<file path="src/vtb_pkg.sv">
// Types, constants and helper functions for the vertex transform bounds block.
`default_nettype none

package vtb_pkg;

  localparam int CoordW     = 24;
  localparam int CoeffW     = 16;
  localparam int ProdW      = CoordW + CoeffW;
  localparam int SumW       = ProdW + 2;
  localparam int RoundShift = 14;
  localparam int RndW       = SumW - RoundShift;
  localparam int OffSumW    = RndW + 1;
  localparam int CfgDataW   = 3 * CoeffW;
  localparam int CfgIdxW    = 3;

  // A vertex holds its credit until the accumulator takes it, so five credits keep
  // a steady, unstalled stream of one vertex per cycle from ever seeing full.
  localparam int DefaultQueueDepth = 5;

  typedef logic signed [CoordW-1:0] coord_t;
  typedef logic signed [CoeffW-1:0] coeff_t;

  localparam coord_t CoordMax = 24'sh7FFFFF;
  localparam coord_t CoordMin = 24'sh800000;

  localparam logic [CfgDataW-1:0] RowXReset = 48'h0000_0000_4000;
  localparam logic [CfgDataW-1:0] RowYReset = 48'h0000_4000_0000;
  localparam logic [CfgDataW-1:0] RowZReset = 48'h4000_0000_0000;

  typedef enum logic [CfgIdxW-1:0] {
    CfgRowX = 3'd0,
    CfgRowY = 3'd1,
    CfgRowZ = 3'd2,
    CfgOffX = 3'd3,
    CfgOffY = 3'd4,
    CfgOffZ = 3'd5
  } cfg_idx_e;

  // One transformed vertex as it travels from the front end to the accumulators.
  typedef struct packed {
    coord_t x;
    coord_t y;
    coord_t z;
    logic   last;
  } vtx_t;

  typedef struct packed {
    coord_t min_x;
    coord_t min_y;
    coord_t min_z;
    coord_t max_x;
    coord_t max_y;
    coord_t max_z;
  } bounds_t;

  localparam bounds_t BoundsInit = '{
    min_x: CoordMax, min_y: CoordMax, min_z: CoordMax,
    max_x: CoordMin, max_y: CoordMin, max_z: CoordMin
  };

  // Clamp a widened coordinate into the 24-bit range.
  function automatic coord_t sat_coord(input logic signed [OffSumW-1:0] v);
    logic [OffSumW-CoordW:0] upper;
    upper = v[OffSumW-1:CoordW-1];
    if ((&upper) || (~|upper)) begin
      return v[CoordW-1:0];
    end else if (v[OffSumW-1]) begin
      return CoordMin;
    end else begin
      return CoordMax;
    end
  endfunction

  function automatic coord_t coord_min(input coord_t a, input coord_t b);
    return (b < a) ? b : a;
  endfunction

  function automatic coord_t coord_max(input coord_t a, input coord_t b);
    return (b > a) ? b : a;
  endfunction

endpackage

`default_nettype wire

</file>
<file path="src/vtb_back.sv">
// Back end: per-axis running bounds and the registered result.
`default_nettype none

module vtb_back (
  input  logic             clk_i,
  input  logic             rst_ni,
  input  logic             item_valid_i,
  input  vtb_pkg::vtx_t    item_i,
  output logic             item_pop_o,
  output logic             res_valid_o,
  input  logic             res_pop_i,
  output vtb_pkg::bounds_t res_o
);
  import vtb_pkg::*;

  bounds_t run_q, run_d;
  bounds_t fold;
  bounds_t res_q;
  logic    res_valid_q, res_valid_d;
  logic    res_free;

  // Running bounds with the incoming vertex folded in.
  always_comb begin
    fold.min_x = coord_min(run_q.min_x, item_i.x);
    fold.min_y = coord_min(run_q.min_y, item_i.y);
    fold.min_z = coord_min(run_q.min_z, item_i.z);
    fold.max_x = coord_max(run_q.max_x, item_i.x);
    fold.max_y = coord_max(run_q.max_y, item_i.y);
    fold.max_z = coord_max(run_q.max_z, item_i.z);
  end

  // A closing vertex waits only while an earlier result is still unread.
  assign res_free   = !res_valid_q || res_pop_i;
  assign item_pop_o = item_valid_i && (!item_i.last || res_free);

  always_comb begin
    run_d       = run_q;
    res_valid_d = res_valid_q && !res_pop_i;
    if (item_pop_o) begin
      run_d = item_i.last ? BoundsInit : fold;
      if (item_i.last) begin
        res_valid_d = 1'b1;
      end
    end
  end

  always_ff @(posedge clk_i or negedge rst_ni) begin
    if (!rst_ni) begin
      run_q       <= BoundsInit;
      res_valid_q <= 1'b0;
    end else begin
      run_q       <= run_d;
      res_valid_q <= res_valid_d;
    end
  end

  always_ff @(posedge clk_i) begin
    if (item_pop_o && item_i.last) begin
      res_q <= fold;
    end
  end

  assign res_valid_o = res_valid_q;
  assign res_o       = res_q;

endmodule

`default_nettype wire

</file>
<file path="config.mk">
export PLATFORM = sky130hd
export DESIGN_NAME = vtb_back
export DESIGN_NICKNAME = d
export VERILOG_FILES = /design/src/vtb_pkg.sv /design/src/vtb_back.sv
export SDC_FILE = /design/constraint.sdc
export NUM_CORES = 1
export LEC_CHECK = 0
export BUFFER_PORTS_ARGS = -buffer_cell sky130_fd_sc_hd__buf_2
export CORE_MARGIN = 10
export CORE_UTILIZATION = 40
export DETAILED_ROUTE_END_ITERATION = 8
export GPL_TIMING_DRIVEN = 0
export SLEW_MARGIN = 20
export SYNTH_ARGS = -nofsm -noshare
export SYNTH_HDL_FRONTEND = slang
export SYNTH_SLANG_ARGS = --single-unit
</file>
<file path="constraint.sdc">
create_clock -name clk_i -period 17.16 [get_ports clk_i]
set_clock_uncertainty 0.05 [all_clocks]
set_input_delay 1.716 -clock clk_i [delete_from_list [all_inputs] [get_ports clk_i]]
set_output_delay 1.716 -clock clk_i [all_outputs]
set_load 0.05 [all_outputs]
</file>
# Word level (Yosys, flattened, before mapping)
# Cells that the tools add are included.
# totals
regBits	289
inputBits	77
out_inout_bits	146
# op_classes
magnitude_cmp	6
n_mux	9
reduce_logical	8
# ops
cell	n
144-bit two-way mux	1
24-bit two-way mux	6
24-bit > comparator	3
24-bit < comparator	3
1-bit logical AND	3
1-bit zero test	3
1-bit logical OR	2
1-bit two-way mux	2

# Longest topological paths before layout
# Gate-level depths: netlist of the first run.
# depth
ltp_word	5
mapped_depth	12

# Worst setup path after synthesis of the first run
# OpenSTA, ideal clock, no wires.
# synth_timing
path_kind	input to register
start	input port item_i[0] in the netlist's numbering
end	register res_valid_q, in the netlist res_valid_o
setup_ns	0.104
arrival_ns	8.931
slack_ns	8.076
path_stages	5
n_path_buf	2
cell_sequence	clkinv_1 > clkbuf_1 > clkbuf_1 > nor2_1 > or2_2
# synth_via
elab_chain_len	4
# synth_rtl
item	line	rtl
start: declaration	vtb_back.sv:8	input vtb_pkg::vtx_t item_i,
1-bit zero test	vtb_back.sv:34	assign item_pop_o = item_valid_i && (!item_i.last || res_free);
1-bit logical OR	vtb_back.sv:34	
1-bit logical AND	vtb_back.sv:34	
1-bit two-way mux *	vtb_back.sv:39	if (item_pop_o) begin
named net res_valid_d	vtb_back.sv:19	logic res_valid_q, res_valid_d;
end signal: assignment	vtb_back.sv:53	res_valid_q <= res_valid_d;
end: declaration	vtb_back.sv:19	
# The timed path passes the listed nets; every way through them passes the cells marked *.
# A chain may end at the register's enable or synchronous reset.

# Worst setup path after layout of the first run
# layout_timing
start	input port item_valid_i
end	output port item_pop_o
# layout_via
elab_chain_len	1
# layout_rtl
item	line	rtl
start: declaration	vtb_back.sv:7	input logic item_valid_i,
1-bit logical AND	vtb_back.sv:34	
end: declaration	vtb_back.sv:9	output logic item_pop_o,
# No other way between the ends.

==> impl_results.md, run 1 <==
- Worst-path fanout max: 10
- Required time of the critical path: 15.39 ns
- Sequential area share after synthesis: 46.5%
- Ys flop type: edfxtp_1
- CTS buffer count: 35
- Leakage: 0.00868 µW
- Critical path data arrival time: 3.71 ns
- Sink Count: 289
- PwrDens: 170 nW/µm²
- Area of the die: 51900 µm²
- Crit start category: primary input
- Placed inst area: 19300 µm²
- #FFs+latches synth: 289
- Min-Delay Path Class: flop to flop
- Placed Cells: 2438
- Endpoints failing setup: 0
- Count of antenna-violating nets left after detailed routing: 0
- Unrepaired setup endpoints after global routing: no
- DR vias: 14400
- Layout Area Growth over Synthesis: 18.2%
- First-pass GRT wire length: 82500 µm
- Crit path capture type: output port
- Max Cap Violations: 0
- TritonCTS clock tree: done
- Status: completed
- Finished Cell Area: 20400 µm²
- Fmax: 182 MHz
- Vias per cell: 5.77
- # nets final: 2108
- Worst Tran Pin Value: 0.769 ns
- Synthesized net count: 1843
- Initial Util: 40.3%
- Share of cells above drive strength 1: 26.6%
- Final core occ: 47.6%
- PortBufs: 221
- Final worst path period share: 31.9%
- DP HPWL: 38600 µm
- Total GRT Usage: 19.6%
- Clock latency on the worst-skew pair: 0.54 ns
- Critical path's top delay family: buffers and inverters
- Count of buffer and inverter cells on the critical path: 4
- Syn_area_per_cell: 10.6 µm²
- CP Cell Sequence: clkbuf_1 > nand2_1 > inv_2 > clkbuf_1 > buf_2
- DR DRC count: 0
- H-Tree Depth: 2
- Setup TNS: 0 ns
- Critical-path top delay cell: clkbuf_1
- Core area: 42900 µm²
- PostCTS Resize Cnt: 0
- Final Wtd Congestion: 0.916
- Vias in the first global route: 14400
- Wirelength per Cell: 21.1 µm
- Tmin final: 5.48 ns
- Final hold viol count: 0
- Largest net degree at the start of global routing: 82
- Crit Path Class: primary input to output port
- Most used cell, CP: clkbuf_1
- Synth cell types: 62
- 1st-iter DRT viols: 1216
- Total wire length: 52900 µm
- Slowest cell delay on critical path: 0.59 ns
- Pins Over Slew Limit: 0
- Total congestion overflow: 0
- Root buf cell: clkbuf_16
- Async set-reset flop share out of synthesis: 50.2%
- Syn. warnings: 0
- Post-CTS Hold Buffers: 0
- DR pass1 iterations: 5
- Post-CTS Setup Bufs: 0
- Die Span X: 228 µm
- VDD IR-drop max: 0.0673 mV
- EDFF count, synth: 144
- I/O pin cnt: 223
- Mapped cell area: 17300 µm²
- Clock slew at reported path FFs: 0.06 ns
- Max Buffers Root-to-Sink: 3
- Post-Syn Instances: 1625
- Slew headroom: 47.3%
- Non-Filler Instances: 2505
- Number of cell rows: 76
- Antenna violations before repair: 3
- Die Y: 228 µm
==> registers in the layout, indices dropped and copies added, names as in the netlist <==
| register | flops |
|---|---|
| res_valid_o | 1 |
| run_q | 144 |
| res_o | 144 |
==> power breakdown <==
part | internal (µW) | switching, µW | leakage [µW]
sequential | 1010 | 120 | 0.00305
clock | 422 | 300 | 0.000543
combinational | 614 | 1020 | 0.00508
==> final timing paths <==
check                             start         end  slack (ns)  cells past startpoint
setup / recovery           item_valid_i  item_pop_o       11.68                      5
hold reg to reg              run_q[119]  run_q[119]        0.45                      1
min in group asynchronous        rst_ni   run_q[65]        1.15                      1
setup reg to reg             run_q[119]  res_o[114]       13.45                     10
max in group asynchronous        rst_ni   run_q[90]       15.07                      2
hold / removal               run_q[119]  run_q[119]        0.45                      1
==> stage by stage <==
stage	total power, µW	hold slack [ns]	worst slack (ns)
floorplan	2310	0.413	8.08
global placement	2730	0.424	4.53
detailed placement	2760	0.444	11.71
CTS	3500	0.454	11.70
global route	3700	0.471	11.54
finish	3480	0.453	11.68
==> cell usage after synthesis (all sizes together) (2+ instances only) <==
master / count / share of area, %
nor2b: 5 / 0.18
xnor2: 2 / 0.19
a32o: 8 / 0.46
mux2: 116 / 8.0
nand3: 100 / 2.9
buf: 36 / 1.2
nor2: 86 / 1.9
nor4: 28 / 1.0
inv: 146 / 3.2
dfstp: 72 / 11
o211a: 2 / 0.16
nor3: 58 / 1.7
nand2b: 5 / 0.18
o31a: 2 / 0.10
ha: 141 / 10
a22oi: 2 / 0.087
a311o: 62 / 3.6
a211oi: 34 / 1.6
edfxtp: 144 / 25
a21boi: 2 / 0.087
o21a: 3 / 0.13
dfrtp: 73 / 11
a2111oi: 4 / 0.21
or3: 4 / 0.14
a21o: 24 / 1.0
nand4: 53 / 1.9
o211ai: 35 / 1.6
a311oi: 2 / 0.10
nand2: 41 / 0.89
and2: 8 / 0.29
o22ai: 24 / 0.87
a31oi: 3 / 0.11
o22a: 44 / 2.2
clkbuf: 78 / 1.7
o21ai: 22 / 0.64
a21oi: 137 / 4.0
a211o: 2 / 0.10
mux2i: 5 / 0.29
==> placed cells by master (no fill, tap or decap), drive strengths merged, types with 5 or more instances in the layout <==
master and n:
mux2 116, dfstp 72, a32o 8, dfrtp 73, buf 264, a21oi 137
nor4 28, and2 8, a311o 62, nor3 58, ha 141, nand4 53
clkbuf 119, edfxtp 144, nand2 41, nor2b 5, mux2i 5, clkinv 19
inv 146, o21ai 22, nand2b 5, nor2 86, o22a 44, a21o 24
a211oi 34, o22ai 24, o211ai 35, nand3 100
==> logic make-up after synthesis <==
group | share of synthesized area, %
DFF | 46.5
muxes | 8.26
AOI/OAI and AO/OA | 17.4
xor gates and xnor gates | 0.188
adders and majority gates | 10.2
and+or+nand+nor | 11.3
buffers and inverters | 6.12
==> layer usage <==
| metal | up-vias | wire [µm] | track usage [%] |
|---|---|---|---|
| li1 | 6712 | - | - |
| met1 | 7115 | 23200 | 25.3 |
| met2 | 521 | 24600 | 31.7 |
| met3 | 92 | 3440 | 4.29 |
| met4 | 2 | 1640 | 7.46 |
| met5 | - | 7 | 0 |
==> worst reg2reg max path, delay by kind of cell (launching register included) <==
kind	cells	cell delay, ns
compound gates	2	0.77
xor+xnor	1	0.33
fa+ha+maj	1	0.26
buf+inv	3	0.64
flops	1	0.34
mux	1	0.39
simple gates	2	0.68
==> cell type report <==
type	count	area [µm²]
diodes	4	10.0
plain buffers	114	505
clock buffers	41	941
clock inverters	22	160
fillers	3967	22500
inverters	147	552
multi-input cells	1075	8190
flip-flops and latches	289	8040
well taps	585	732
repair buffers	228	1290
No activity file was read; power rests on OpenSTA's default activity.
==> run 2: changes to the inputs <==
--- a/config.mk
+++ b/config.mk
@@ -5,6 +5,7 @@
 export SDC_FILE = /design/constraint.sdc
 export NUM_CORES = 1
 export LEC_CHECK = 0
+export ABC_AREA = 1
 export BUFFER_PORTS_ARGS = -buffer_cell sky130_fd_sc_hd__buf_2
 export CORE_MARGIN = 10
 export CORE_UTILIZATION = 40
==> constraint.sdc (replaced) <==
create_clock -name clk_i -period 4.4 [get_ports clk_i]
set_clock_uncertainty 0.05 [all_clocks]
set_input_delay 0.44 -clock clk_i [delete_from_list [all_inputs] [get_ports clk_i]]
set_output_delay 0.44 -clock clk_i [all_outputs]
set_load 0.05 [all_outputs]
==> impl_results.md, run 2 <==
- Status: completed
- Count leader, synth: nand2_1
- Worst-path fanout max: 32 (+22)
- Critical-path top delay cell: clkbuf_1
- Mapped cell area: 16700 µm² (-3.4%)
- Required time of the critical path: 4.62 ns (-10.77 ns)
- Clock slew at reported path FFs: 0.06 ns (about the same)
- Clk network pwr share: 21.9% (+1.1 points)
- PostCTS Resize Cnt: 0 (unchanged)
- H-Tree Depth: 2 (unchanged)
- Number of cell rows: 74 (-2.6%)
- CTS buffer count: 35 (unchanged)
- Cell depth of the worst flop-to-flop path: 10 (unchanged)
- Post-Syn Instances: 1976 (+22%)
- VDD IR-drop max: 0.297 mV (+340%)
- Final Wtd Congestion: 0.878 (-4.2%)
- Slowest cell delay on critical path: 0.75 ns (+0.16 ns)
- Die Span X: 224 µm (-1.6%)
- Layout fillers: 3927 (-1.0%)
- Synth cell types: 29 (-53%)
- Commonest cells post-synth: 513 x nand2_1, 347 x inv_1, 294 x nand3_1
- Post-CTS Hold Buffers: 1 (+1)
- Vias per cell: 5.00 (-13%)
- Placed inst area: 18600 µm² (-3.6%)
- Sequential area share after synthesis: 48.2% (+1.7 points)
- First-pass GRT wire length: 74600 µm (-9.6%)
- Layout Area Growth over Synthesis: 18.3%
- Vias in the first global route: 13900 (-3.8%)
- Internal: 7530 µW (+270%)
- Max Buffers Root-to-Sink: 3 (unchanged)
- Final worst setup slack: 0.522 ns (-11.16 ns)
- Most frequent cells in the layout: 513 x nand2_1, 346 x inv_1, 294 x nand3_1
- Total GRT Usage: 18.6% (-1.0 points)
- Fin Hold WS: 0.132 ns (-0.321 ns)
- Top cells by area, synth: edfxtp_1 26%, nand2_1 12%, dfstp_2 11%
- Endpoints failing setup: 0 (unchanged)
- DR DRC count: 0 (unchanged)
- PortBufs: 222 (+0.45%)
- Reg2Reg Capture Point: res_o[55]
- Syn_area_per_cell: 8.44 µm² (-21%)
- Setup TNS: 0 ns (unchanged)
- Worst slack at placement: 0.182 ns (-11.53 ns)
- Synthesized net count: 2194 (+19%)
- Antenna violations before repair: 5 (+2)
- EDFF count, synth: 144 (unchanged)
- Start point of the critical path: res_valid_o
- Register area: 8040 µm² (about the same)
- Core area: 41000 µm² (-4.4%)
- Initial Util: 40.7% (+0.39 points)
- CP Cell Sequence: nand2_1 > o21ai_0 > clkbuf_1 > inv_1 > clkbuf_1 > buf_2 > nand2_1 > clkinvlp_4 > buf_12 > buf_12
- Critical R2R Launch: res_valid_o
- #FFs+latches synth: 289 (unchanged)
- CP Capture Point: res_o[55]
- Switch share: 42.2% (+1.0 points)
- Fmax: 258 MHz
- Crit path capture type: flop
- Pins Over Slew Limit: 0 (unchanged)
- Ys flop type: edfxtp_1
- Slew headroom: 36.2% (-11 points)
- Sw Pwr: 5510 µW (+280%)
- Area of the multi-input gates: 6990 µm² (-15%)
- DP HPWL: 35000 µm (-9.3%)
- Logic gate share of total power: 45.6% (-1.2 points)
- # nets final: 2460 (+17%)
- Share of cells above drive strength 1: 18.6% (-8.0 points)
- Min-Delay Path Class: primary input to flop
- Final hold viol count: 0 (unchanged)
- Post-synth top area cell: edfxtp_1
- Wirelength per Cell: 16.9 µm (-20%)
- Commonest non-fill, non-tap cell in the layout: nand2_1
- PwrDens: 661 nW/µm² (+290%)
- Max Cap Violations: 0 (unchanged)
- DR vias: 14000 (-3.0%)
- Syn. warnings: 0 (unchanged)
- Sink Count: 289 (unchanged)
- Count of antenna-violating nets left after detailed routing: 0 (unchanged)
- Worst Tran Pin Value: 0.957 ns (+0.188 ns)
- I/O pin cnt: 223 (unchanged)
- Top cell type's share of synthesized area: 25.9% (+0.89 points)
- Area of the die: 50300 µm² (-3.1%)
- Root buf cell: clkbuf_16
- 1st-iter DRT viols: 1037 (-15%)
- Final core occ: 48.1% (+0.53 points)
- Die Y: 224 µm (-1.6%)
- Reg-to-reg setup timing slack: 0.52 ns (-12.93 ns)
- Crit Path Class: flop to flop
- TritonCTS clock tree: done
- Leakage: 0.0101 µW (+17%)
- DR pass1 iterations: 5 (unchanged)
- Flop pwr share: 32.5% (about the same)
- Total wire length: 47300 µm (-11%)
- Finished Cell Area: 19700 µm² (-3.3%)
- Unrepaired setup endpoints after global routing: no
- Largest net degree at the start of global routing: 86 (+4.9%)
- Crit start category: flop
- Final worst path period share: 88.1%
- Critical path data arrival time: 4.10 ns (+0.39 ns)
- Async set-reset flop share out of synthesis: 50.2% (unchanged)
- Clock latency on the worst-skew pair: 0.54 ns (about the same)
- Total congestion overflow: 0 (unchanged)
- Tmin final: 3.88 ns
- Post-CTS Setup Bufs: 0 (unchanged)
-- run 2: per-layer routing --
metal  GRT usage (%)  share of wire (%)  vias up
met3            4.32                6.5       77
met1            23.1                 43     6655
li1                -                  -     6904
met4            5.31                2.4        6
met2            31.6                 48      360
met5               0              0.076        -
-- run 2: cell type report --
class / instances / share of cell area (%)
inverter: 347 / 6.62
antenna: 2 / 0.0254
clock buffer: 47 / 5.03
clock inverter: 16 / 0.615
tap: 532 / 3.37
buffer: 67 / 1.79
multi-input combinational: 1273 / 35.4
sequential: 289 / 40.7
timing repair buffer: 229 / 6.41
-- run 2: worst min path at each step --
stage / endpoint / depth (start not counted) / startpoint
final: res_valid_o / 4 / res_pop_i
after global routing: res_valid_o / 4 / res_pop_i
after CTS: res_valid_o / 4 / res_pop_i
after detailed placement: run_q[17] / 1 / rst_ni
after global placement: run_q[62] / 2 / run_q[62]
after floorplan: res_valid_o / 0 / rst_ni
-- run 2: cells by family (layout without fill, tap and decap cells) --
logic type | Yosys count | after routing | share of synthesized area (%)
simple gates | 983 | 983 | 26.6
fa+ha+maj | 141 | 141 | 10.6
other cells | 0 | 2 | 0
compound gates | 149 | 149 | 4.72
buf+inv | 414 | 706 | 9.92
flops | 289 | 289 | 48.2
-- run 2: critical path: cells and delay by family (launching register included) --
| family | cells | cell delay (ns) |
|---|---|---|
| compound gates | 1 | 0.20 |
| buf+inv | 7 | 2.71 |
| flops | 1 | 0.39 |
| simple gates | 2 | 0.22 |
-- run 2: power groups by stage --
| stage | Clock [µW] | Sequential [µW] | Combinational, µW |
|---|---|---|---|
| after floorplan | 0 | 5170 | 3470 |
| after global placement | 0 | 4270 | 5830 |
| after detailed placement | 0 | 4280 | 5940 |
| after CTS | 2920 | 4240 | 5980 |
| after global routing | 3030 | 4310 | 6690 |
| final | 2860 | 4240 | 5940 |
-- run 2: stage by stage --
stage,instances,power (µW)
2_1_floorplan,1976,8630
3_3_place_gp,2730,10100
3_5_place_dp,2736,10200
4_1_cts,2800,13100
5_1_grt,2801,14000
6_report,2802,13000
