[src/vtb_queue.sv]
// Small first-in first-out queue between the front end and the accumulators.
`default_nettype none

module vtb_queue #(
  parameter int Width = 1,
  parameter int Depth = 4
) (
  input  logic             clk_i,
  input  logic             rst_ni,
  input  logic             push_i,
  input  logic [Width-1:0] wdata_i,
  input  logic             pop_i,
  output logic [Width-1:0] rdata_o,
  output logic             empty_o
);
  localparam int PtrW = (Depth > 1) ? $clog2(Depth) : 1;
  localparam int CntW = $clog2(Depth + 1);

  logic [Width-1:0] mem_q [Depth];
  logic [PtrW-1:0]  wr_ptr_q, wr_ptr_d;
  logic [PtrW-1:0]  rd_ptr_q, rd_ptr_d;
  logic [CntW-1:0]  count_q, count_d;

  always_comb begin
    wr_ptr_d = wr_ptr_q;
    rd_ptr_d = rd_ptr_q;
    count_d  = count_q;
    if (push_i) begin
      wr_ptr_d = (wr_ptr_q == PtrW'(Depth - 1)) ? '0 : wr_ptr_q + PtrW'(1);
    end
    if (pop_i) begin
      rd_ptr_d = (rd_ptr_q == PtrW'(Depth - 1)) ? '0 : rd_ptr_q + PtrW'(1);
    end
    if (push_i && !pop_i) begin
      count_d = count_q + CntW'(1);
    end else if (!push_i && pop_i) begin
      count_d = count_q - CntW'(1);
    end
  end

  always_ff @(posedge clk_i or negedge rst_ni) begin
    if (!rst_ni) begin
      wr_ptr_q <= '0;
      rd_ptr_q <= '0;
      count_q  <= '0;
    end else begin
      wr_ptr_q <= wr_ptr_d;
      rd_ptr_q <= rd_ptr_d;
      count_q  <= count_d;
    end
  end

  always_ff @(posedge clk_i) begin
    if (push_i) begin
      mem_q[wr_ptr_q] <= wdata_i;
    end
  end

  assign rdata_o = mem_q[rd_ptr_q];
  assign empty_o = (count_q == '0);

endmodule

`default_nettype wire

[config.mk]
export PLATFORM = sky130hd
export DESIGN_NAME = vtb_queue
export DESIGN_NICKNAME = d
export VERILOG_FILES = /design/src/vtb_queue.sv
export SDC_FILE = /design/constraint.sdc
export NUM_CORES = 1
export LEC_CHECK = 0
export BUFFER_PORTS_ARGS = -buffer_cell sky130_fd_sc_hd__buf_2
export CORE_MARGIN = 3
export CORE_UTILIZATION = 40
export CTS_CLUSTER_DIAMETER = 120
export DETAILED_ROUTE_END_ITERATION = 7
export PLACE_DENSITY_LB_ADDON = 0.25
export SLEW_MARGIN = 20
export SYNTH_ARGS = -nofsm -noshare
export SYNTH_HDL_FRONTEND = slang
export SYNTH_SLANG_ARGS = --single-unit
[constraint.sdc]
create_clock -name clk_i -period 1.78 [get_ports clk_i]
set_input_delay 0.356 -clock clk_i [delete_from_list [all_inputs] [get_ports clk_i]]
set_output_delay 0.356 -clock clk_i [all_outputs]
set_load 0.1 [all_outputs]
* After elaboration in Yosys (flattened, before gate mapping)
Memory sizes are Yosys's and may differ from the RTL's.
Cells that the tools add are included.
** Storage, ports and cells
- Bits in registers :: 7
- Memory bits (writable) :: 4
- Input port bits :: 5
- Output and inout port bits :: 2
- Memories :: 1
** Memories
- mem_q :: depth 4, width 1, rd ports 1, clocked after Yosys merged registers in 0, wr ports 1, RTL line 19 : logic [Width-1:0] mem_q [Depth];
** Operators by class
- Add/sub/neg operators :: 4
- Equality and inequality tests :: 2
- Muxes and demuxes :: 6
- Reduce and logical (&&, ||, !) cells :: 6
** Operators by type and width (number)
- 2-to-1 mux 3 bit :: 2
- adder 2 x 1 -> 2 bit, second input constant :: 2
- == test 2 bit, second input constant :: 2
- 2-to-1 mux 2 bit :: 2
- adder 3 x 1 -> 3 bit, second input constant :: 1
- logical NOT 3 bit :: 1
- subtractor 3 x 1 -> 3 bit, second input constant :: 1
- logical AND 1 bit :: 2
- logical NOT 1 bit :: 2
- 2-to-1 mux 1 bit :: 2
- nonzero test 2 bit :: 1

* Longest topological paths before layout
Gate-level depths: netlist of the first run.
- Depth after elaboration :: 4
- Mapped depth :: 7

* Worst setup path before layout of the first run
OpenSTA, ideal clock, no wires.
- Path kind :: reg-to-output
- From :: reg count_q[0]
- To :: out empty_o
- Data arrival time :: 2.490 ns
- Required time :: 1.424 ns
- Path slack :: -1.066 ns
- Cell stages (with the launch flop) :: 2
- Path buffers :: 0
- Cell sequence :: dfrtp_1 nor3_1
** On the way
- Word-level cells in the longest chain between the ends :: 1
** RTL lines
- start: declaration :: RTL line 22 : logic [CntW-1:0] count_q, count_d;
- start signal: assignment :: RTL line 49 : count_q <= count_d;
- logical NOT 3 bit :: RTL line 60 : assign empty_o = (count_q == '0);
- end: declaration :: RTL line 14 : output logic empty_o
Every way passes these cells.

* Final worst setup path of the first run
- From :: reg rd_ptr_q[0]
- To :: out rdata_o
** On the way
- Word-level cells in the longest chain between the ends :: 1
** RTL lines
- start: declaration :: RTL line 21 : logic [PtrW-1:0] rd_ptr_q, rd_ptr_d;
- start signal: assignment :: RTL line 48 : rd_ptr_q <= rd_ptr_d;
- memory read (4 x 1 bit)
- end: declaration :: RTL line 13 : output logic [Width-1:0] rdata_o,
Every way passes these cells.

==> results of run 1 <==
-- cells in the mapped netlist --
cell      number
nand3_1        1
mux2_2         2
mux4_2         1
xnor2_1        1
nor2_1         1
edfxtp_1       4
dfrtp_1        7
nand2_1        1
ha_1           6
fa_1           1
xor2_1         2
and2_1         4
nor3_1         2
inv_1          5
o21ai_0        2
a21o_2         1
-- critical path: stages (launching register included) --
cell,delay [ps]
dfrtp_1,400
mux4_2,520
buf_6,200
-- through the flow --
| step | power, mW | worst slack, ps |
|---|---|---|
| 6_report | 1.11 | 33.4 |
| 5_1_grt | 1.20 | -10.6 |
| 4_1_cts | 1.11 | 17.0 |
| 3_5_place_dp | 0.927 | 46.8 |
| 3_3_place_gp | 0.893 | 123 |
| 2_1_floorplan | 0.836 | 178 |
-- cells by family after synthesis --
group / after synthesis / synth area share, %
simple gates: 9 / 8.69
fa+ha+maj: 7 / 17.4
flops: 11 / 54.0
compound gates: 3 / 3.43
buf+inv: 5 / 3.43
xor+xnor: 3 / 4.81
mux: 3 / 8.24
-- how the worst min path moves through the flow --
stage,from,endpoint,slack [ps],cells after the start
2_1_floorplan,rst_ni,count_q[0]$_DFFE_PN0P_,60,0
6_report,wdata_i,mem_q[3]$_DFFE_PP_,310,1
5_1_grt,wdata_i,mem_q[0]$_DFFE_PP_,290,1
4_1_cts,wdata_i,mem_q[1]$_DFFE_PP_,300,1
3_5_place_dp,rst_ni,count_q[1]$_DFFE_PN0P_,190,1
3_3_place_gp,rst_ni,rd_ptr_q[0]$_DFFE_PN0P_,190,1
-- cell type report --
type | count | area [sq um] | share of cell area, %
inverters | 5 | 18.8 | 2.86
clock buffers | 4 | 26.3 | 4.01
repair buffers | 8 | 53.8 | 8.21
flip-flops and latches | 11 | 295 | 45.0
multi-input cells | 25 | 244 | 37.2
well taps | 14 | 17.5 | 2.67
-- flip-flops by register name, summed over array words and instances (netlist names) --
| name | count |
|---|---|
| count_q | 3 |
| mem_q | 4 |
| rd_ptr_q | 2 |
| wr_ptr_q | 2 |
-- report_power, final --
| part | internal (mW) | switching (mW) |
|---|---|---|
| sequential | 0.359 | 0.0996 |
| combinational | 0.197 | 0.297 |
| clock | 0.0867 | 0.0757 |
| total | 0.643 | 0.472 |
-- layer usage --
layer	vias up	part of all wire [%]	GRT usage [%]
met3	2	5.9	5.51
met1	154	40	10.5
li1	160	-	-
met4	0	2.2	5.42
met5	-	0	0
met2	8	52	17.1
-- repair_timing --
item / 4_1_cts / 5_1_grt
pin swaps: 0 / 0
hold buffers: 1 / 0
resized for setup: 2 / 0
endpoints found under the hold margin: 7 / 0
buffers inserted: 0 / 1
endpoints found under the setup margin: 1 / 1
==> out/qor.txt, run 1 <==
first-pass GRT wire length = 1.37 mm
H-tree levels = 1
arrival time worst endpoint = 1390 ps
# rows = 12
Area Overhead vs Synth = 19.9%
Skew-Pair Late Insertion Delay = 260 ps
r2r worst-path depth = 4
Max Root-Sink Buffers = 2
VDD IR max = 0.869 mV
Yosys cell types = 16
number of antenna diodes = 0
Cells after DPL = 61
Hold WC Path Type = primary input to flop
worst r2r dst = count_q[2]$_DFFE_PN0P_
initial core utilization = 46.1%
FF+latch count, synth = 11
via count = 324
RePlAce Congestion = 0.679
CP required = 1420 ps
Worst Path Max Fanout = 4
Max Clock Skew = 2.65 ps
status = complete, no violations
Final Hold Fails = 0
Final setup viols = 0
Design Area, Final = 656 sq um
total CTS buffers = 3
final std cells w/o fill = 67
total gr overflow = 0
Crit Path Class = flop to primary output
Hold WS = 310 ps
period utilization = 98.1%
die area = 1850 sq um
I/O Pins = 7
nets = 66
DRT antenna net count = 0
CTS tree = done
pin count of the biggest net entering global routing = 10
CTS Root Cell = clkbuf_4
CP endpoint = rdata_o
initial drt markers = 4
Mapped Area = 547 sq um
share of cells above drive strength 1 = 28.3%
DIE WIDTH = 43.0 microns
top cell type's share of synthesized area = 32.0%
Synth warnings = 0
setup TNS = 0 ps
vias in the first global route = 336
crit path time final = 1750 ps
Fmax = 573 MHz
share of the yosys chip area belonging to registers = 54.0%
Slew HR = 67.9%
router iterations before antenna repair = 2
total clock sinks = 11
Core Region = 1190 sq um
commonest non-fill, non-tap cells in the layout = 7 x dfrtp_1, 6 x ha_1, 5 x inv_1, 5 x buf_2
Max Slew Vio Count = 0
routed length per placed instance = 11.3 microns
P_leak = 0.301 nW
total of max-cap violations = 0
gr usage total = 10.4%
vias per inst = 4.84
placed instance area = 606 sq um
FILL cells = 95
Worst-path clk slew = 60 ps
total wire length = 760 microns
Syn Area/Cell = 13.3 sq um
Pwr per Cell Area = 1700 nW/um^2
Reg2Reg Setup Slack = 340 ps
Worst setup EP type = primary output
I/O Buffers = 6
number of remaining DRC errors = 0
Worst Max-Slew Pin Slew = 485 ps
Critical Path Start Type = flop
syn_nets = 53
top post-synthesis cells by area = dfrtp_1 32%, edfxtp_1 22%, ha_1 14%, and2_1 4.6%, mux2_2 4.1%
die height = 43.0 microns
RR Startpoint = count_q[0]$_DFFE_PN0P_
Yosys top cell by area = dfrtp_1
CP Launch Point = rd_ptr_q[0]$_DFFE_PN0P_
commonest non-fill, non-tap cell in the layout = dfrtp_1
hpwl dp = 622 microns
fin util = 55.3%
Post-Syn Instances = 41
antenna violations before repair = 0
RSZ-0062 raised after global routing = yes
Note: power is estimated with default switching activity, not from simulation.
==> inputs of run 2 (changes only) <==
--- a/config.mk
+++ b/config.mk
@@ -12,2 +12,3 @@
 export DETAILED_ROUTE_END_ITERATION = 7
+export GPL_TIMING_DRIVEN = 1
 export PLACE_DENSITY_LB_ADDON = 0.25
==> constraint.sdc (replaced) <==
create_clock -name clk_i -period 2.3 [get_ports clk_i]
set_input_delay 0.46 -clock clk_i [delete_from_list [all_inputs] [get_ports clk_i]]
set_output_delay 0.46 -clock clk_i [all_outputs]
set_load 0.02 [all_outputs]
==> run 2 against run 1 <==
Effect of this change:
- count of clock-buffer cells in the layout unchanged
- via count decreased by 1.9%
- worst setup slack improved by 450 ps
- wire length up 4.9%
- clock power shrank 21%
- flip-flop and latch count unchanged
- combinational power is 50% lower
- first-iteration DRC count rose by 130%
==> out/qor.txt, run 2 (synthesized netlist as in run 1, its figures left out) <==
nets = 64 (-3.0%)
H-tree levels = 1 (unchanged)
Reg area = 295 sq um (unchanged)
critical-path cell list = mux4_2 -> buf_2
antenna violations before repair = 0 (unchanged)
DRT antenna net count = 0 (unchanged)
Cells after DPL = 61 (unchanged)
Max Slew Vio Count = 0 (unchanged)
total CTS buffers = 3 (unchanged)
Worst Max-Slew Pin Slew = 171 ps (-314 ps)
Multi-input gate area = 233 sq um (-4.6%)
pin count of the biggest net entering global routing = 10 (unchanged)
routed length per placed instance = 12.3 microns (+8.1%)
commonest non-fill, non-tap cell in the layout = dfrtp_1
r2r worst-path depth = 4 (unchanged)
VDD IR max = 0.458 mV (-47%)
cell with the largest stage delay on the worst path = mux4_2
initial drt markers = 9 (+5)
number of remaining DRC errors = 0 (unchanged)
number of gates resized after cts = 0 (-2)
RSZ-0062 raised after global routing = no
I/O Pins = 7 (unchanged)
vias per inst = 4.89 (+1.2%)
Core Region = 1190 sq um (unchanged)
Critical Path Start Type = flop
FILL cells = 99 (+4.2%)
Worst-path clk slew = 70 ps (about the same)
# rows = 12 (unchanged)
Worst setup EP type = primary output
die height = 43.0 microns (unchanged)
Max Clock Skew = 3.51 ps (+0.856 ps)
status = complete, no violations
crit path time final = 1820 ps
hpwl dp = 643 microns (+3.3%)
RePlAce Congestion = 0.599 (-12%)
die area = 1850 sq um (unchanged)
Fmax = 551 MHz
vias in the first global route = 362 (+7.7%)
largest register by flop count = mem_q
Reg2Reg Setup Slack = 920 ps (+580 ps)
P_leak = 0.286 nW (-4.8%)
Hold Buf Count CTS = 0 (-1)
total clock sinks = 11 (unchanged)
period utilization = 79.0%
CTS tree = done
arrival time worst endpoint = 1360 ps (-30 ps)
Regs by FF count = mem_q (4), count_q (3)
first-pass GRT wire length = 1.48 mm (+8.1%)
total gr overflow = 0 (unchanged)
number of flip-flops in the largest register = 4 (unchanged)
CP required = 1840 ps (+420 ps)
worst r2r dst = count_q[2]$_DFFE_PN0P_
share of cells above drive strength 1 = 25.5% (-2.8 points)
commonest non-fill, non-tap cells in the layout = 7 x dfrtp_1, 6 x ha_1, 6 x buf_2
Pwr per Cell Area = 1150 nW/um^2 (-32%)
Top delay family on crit path = multiplexers
total wire length = 797 microns (+4.9%)
DIE WIDTH = 43.0 microns (unchanged)
CP bufs+invs = 1 (unchanged)
setup TNS = 0 ps (unchanged)
buffer count from post-CTS setup fixing = 0 (unchanged)
Slew HR = 88.6% (+21 points)
Final Hold Fails = 0 (unchanged)
RR Startpoint = count_q[0]$_DFFE_PN0P_
Crit Path Class = flop to primary output
total of max-cap violations = 0 (unchanged)
Area Overhead vs Synth = 13.5%
router iterations before antenna repair = 4 (+2)
CTS Root Cell = clkbuf_4
Max Root-Sink Buffers = 2 (unchanged)
number of antenna diodes = 0 (unchanged)
Skew-Pair Late Insertion Delay = 270 ps (about the same)
slowest stage delay, CP = 500 ps (-20 ps)
Worst Path Max Fanout = 4 (unchanged)
initial core utilization = 46.1% (unchanged)
Hold WC Path Type = primary input to asynchronous set/reset pin
final std cells w/o fill = 65 (-3.0%)
gr usage total = 11.7% (+1.3 points)
via count = 318 (-1.9%)
Final setup viols = 0 (unchanged)
I/O Buffers = 6 (unchanged)
[run 2: cell count changes in the layout (fill, tap and decap cells not counted), sizes merged]
cell         previous run  this run
buf                     7         6
dlygate4sd3             1         0
[run 2: area by class of cell]
type / instances / share of cell area, %
inverters: 5 / 3.02
multi-input cells: 25 / 37.5
clock buffers: 4 / 4.23
well taps: 14 / 2.82
repair buffers: 6 / 4.84
flip-flops and latches: 11 / 47.6
[run 2: metal layers]
layer	up-vias	track usage, %	part of all wire, %
li1	157	-	-
met1	150	11.8	44
met2	9	18.3	49
met3	2	5.51	5.6
met4	0	9.04	1.1
met5	-	0	0
[run 2: worst reg2reg max path, cell delays in order (launching register included)]
cell	delay, ps
dfrtp_1	420
fa_1	440
xor2_1	170
nor2_1	120
xor2_1	160
[run 2: worst max-delay path by stage]
stage | endpoint | from | cells past startpoint | slack, ps
finish | rdata_o | rd_ptr_q[0]$_DFFE_PN0P_ | 2 | 480
global route | rdata_o | rd_ptr_q[0]$_DFFE_PN0P_ | 2 | 420
CTS | rdata_o | rd_ptr_q[0]$_DFFE_PN0P_ | 2 | 460
detailed placement | count_q[2]$_DFFE_PN0P_ | pop_i | 8 | 480
global placement | count_q[2]$_DFFE_PN0P_ | pop_i | 8 | 530
floorplan | count_q[2]$_DFFE_PN0P_ | pop_i | 7 | 710
[run 2: per-stage QoR]
step	hold WS, ps	power, mW	utilization (%)	worst slack, ps	instance area [sq um]
2_1_floorplan	164	0.518	-	713	547
3_3_place_gp	294	0.566	50.1	526	594
3_5_place_dp	302	0.592	50.1	476	594
4_1_cts	7.72	0.726	52.3	465	621
5_1_grt	6.52	0.786	52.3	424	621
6_report	15.9	0.713	52.3	484	621
[run 2: power breakdown]
group | switching, mW | internal [mW]
combinational | 0.120 | 0.126
sequential | 0.0611 | 0.278
clock | 0.0605 | 0.0671
==> inputs of run 3 (changes only) <==
clock period = 1.81 ns   (was 2.3 ns; I/O delays follow)
==> run 3 against run 2 <==
Effect of this change:
- sequential share of layout area fell by 0.76 points
- power rose by 28%
- final cell count rose by 1.5%
- sequential power rose by 27%
- combinational power rose by 30%
- first-iteration DRC count fell by 78%
- die area did not move
- register-to-register slack got worse by 510 ps
- utilization rose by 0.84 points
- global-route usage rose by 0.25 points
- critical path depth did not move
- design area rose by 1.6%
==> out/qor.txt, run 3 (synthesized netlist as in run 1, its figures left out) <==
# rows = 12 (unchanged)
number of antenna diodes = 0 (unchanged)
H-tree levels = 1 (unchanged)
initial core utilization = 46.1% (unchanged)
critical-path cell list = mux4_2 -> buf_2
RR Startpoint = count_q[0]$_DFFE_PN0P_
largest register by flop count = mem_q
Hold WC Path Type = primary input to flop
Slew HR = 88.5% (-0.12 points)
total wire length = 841 microns (+5.5%)
cell with the largest stage delay on the worst path = mux4_2
CP required = 1450 ps (-390 ps)
antenna violations before repair = 0 (unchanged)
total gr overflow = 0 (unchanged)
die area = 1850 sq um (unchanged)
period utilization = 94.7%
initial drt markers = 2 (-7)
commonest non-fill, non-tap cell in the layout = dfrtp_1
number of remaining DRC errors = 0 (unchanged)
Max Root-Sink Buffers = 2 (unchanged)
pin count of the biggest net entering global routing = 10 (unchanged)
Skew-Pair Late Insertion Delay = 270 ps (about the same)
arrival time worst endpoint = 1350 ps (about the same)
DRT antenna net count = 0 (unchanged)
total of max-cap violations = 0 (unchanged)
vias in the first global route = 354 (-2.2%)
CTS Root Cell = clkbuf_4
Fmax = 583 MHz
nets = 65 (+1.6%)
Top delay family on crit path = multiplexers
Worst setup EP type = primary output
Hold WS = 300 ps (+284 ps)
FILL cells = 99 (unchanged)
total CTS buffers = 3 (unchanged)
routed length per placed instance = 12.7 microns (+3.9%)
RSZ-0062 raised after global routing = no
status = complete, no violations
commonest non-fill, non-tap cells in the layout = 7 x dfrtp_1, 6 x ha_1, 6 x buf_2
fin util = 53.2% (+0.84 points)
Max Slew Vio Count = 0 (unchanged)
vias per inst = 4.94 (+0.96%)
router iterations before antenna repair = 2 (-2)
VDD IR max = 0.567 mV (+24%)
setup TNS = 0 ps (unchanged)
CTS tree = done
Final Hold Fails = 0 (unchanged)
Reg2Reg Setup Slack = 410 ps (-510 ps)
gr usage total = 11.9% (+0.25 points)
Area Overhead vs Synth = 15.3%
total clock sinks = 11 (unchanged)
number of gates resized after cts = 0 (unchanged)
CP bufs+invs = 1 (unchanged)
die height = 43.0 microns (unchanged)
crit path time final = 1710 ps
number of flip-flops in the largest register = 4 (unchanged)
slowest stage delay, CP = 500 ps (about the same)
first-pass GRT wire length = 1.46 mm (-0.95%)
hpwl dp = 679 microns (+5.7%)
share of cells above drive strength 1 = 25.0% (-0.49 points)
Worst Max-Slew Pin Slew = 171 ps (+0.0384 ps)
PnR Total Power = 0.914 mW (+28%)
Worst Path Max Fanout = 4 (unchanged)
Regs by FF count = mem_q (4), count_q (3)
via count = 326 (+2.5%)
I/O Buffers = 6 (unchanged)
I/O Pins = 7 (unchanged)
HP Start = wdata_i
Max Clock Skew = 0.800 ps (-2.71 ps)
Worst-path clk slew = 70 ps (about the same)
RePlAce Congestion = 0.683 (+14%)
Crit Path Class = flop to primary output
Pwr per Cell Area = 1450 nW/um^2 (+26%)
Core Region = 1190 sq um (unchanged)
P_leak = 0.290 nW (+1.5%)
Critical Path Start Type = flop
DIE WIDTH = 43.0 microns (unchanged)
Final setup viols = 0 (unchanged)
CP Launch Point = rd_ptr_q[0]$_DFFE_PN0P_
==> run 3: cell types whose count changed in the layout (fill, tap and decap cells not counted), sizes merged <==
cell,previous run,this run
dlygate4sd3,0,1
==> run 3: layer usage <==
layer / GRT usage [%] / vias to the layer above / wire length (microns)
met5: 0 / - / 0
met4: 9.04 / 0 / 29
met3: 5.08 / 2 / 53
met2: 21.0 / 8 / 468
met1: 10.4 / 157 / 290
li1: - / 159 / -
==> run 3: through the flow <==
step | setup slack [ps] | cell area [sq um] | instances
6_report | 95.8 | 631 | 66
5_1_grt | 24.4 | 631 | 66
4_1_cts | 78.9 | 631 | 66
3_5_place_dp | 50.0 | 594 | 61
3_3_place_gp | 140 | 594 | 61
2_1_floorplan | 321 | 547 | 41
==> run 3: repair_timing <==
action,CTS,global route
setup buffers,0,0
hold endpoints to repair,7,0
hold buffers,1,0
==> run 3: final timing paths <==
| kind | depth (start not counted) | endpoint |
|---|---|---|
| min in group asynchronous | 2 | wr_ptr_q[1]$_DFFE_PN0P_ |
| hold / removal | 1 | mem_q[3]$_DFFE_PP_ |
| hold reg to reg | 1 | count_q[2]$_DFFE_PN0P_ |
| setup reg to reg | 4 | count_q[2]$_DFFE_PN0P_ |
| setup / recovery | 2 | rdata_o |
| max in group asynchronous | 2 | count_q[0]$_DFFE_PN0P_ |
==> run 3: power by group <==
group          leakage [nW]  internal [mW]  switching [mW]
Clock                0.0150         0.0855          0.0809
Sequential            0.120          0.353          0.0761
Combinational         0.155          0.162           0.157
Total                 0.290          0.600           0.314
==> run 3: cell type report <==
class	instances	area, sq um	share of cell area (%)
sequential	11	295	46.8
multi-input combinational	25	233	36.9
timing repair buffer	7	40.0	6.35
clock buffer	4	26.3	4.17
inverter	5	18.8	2.98
tap	14	17.5	2.78
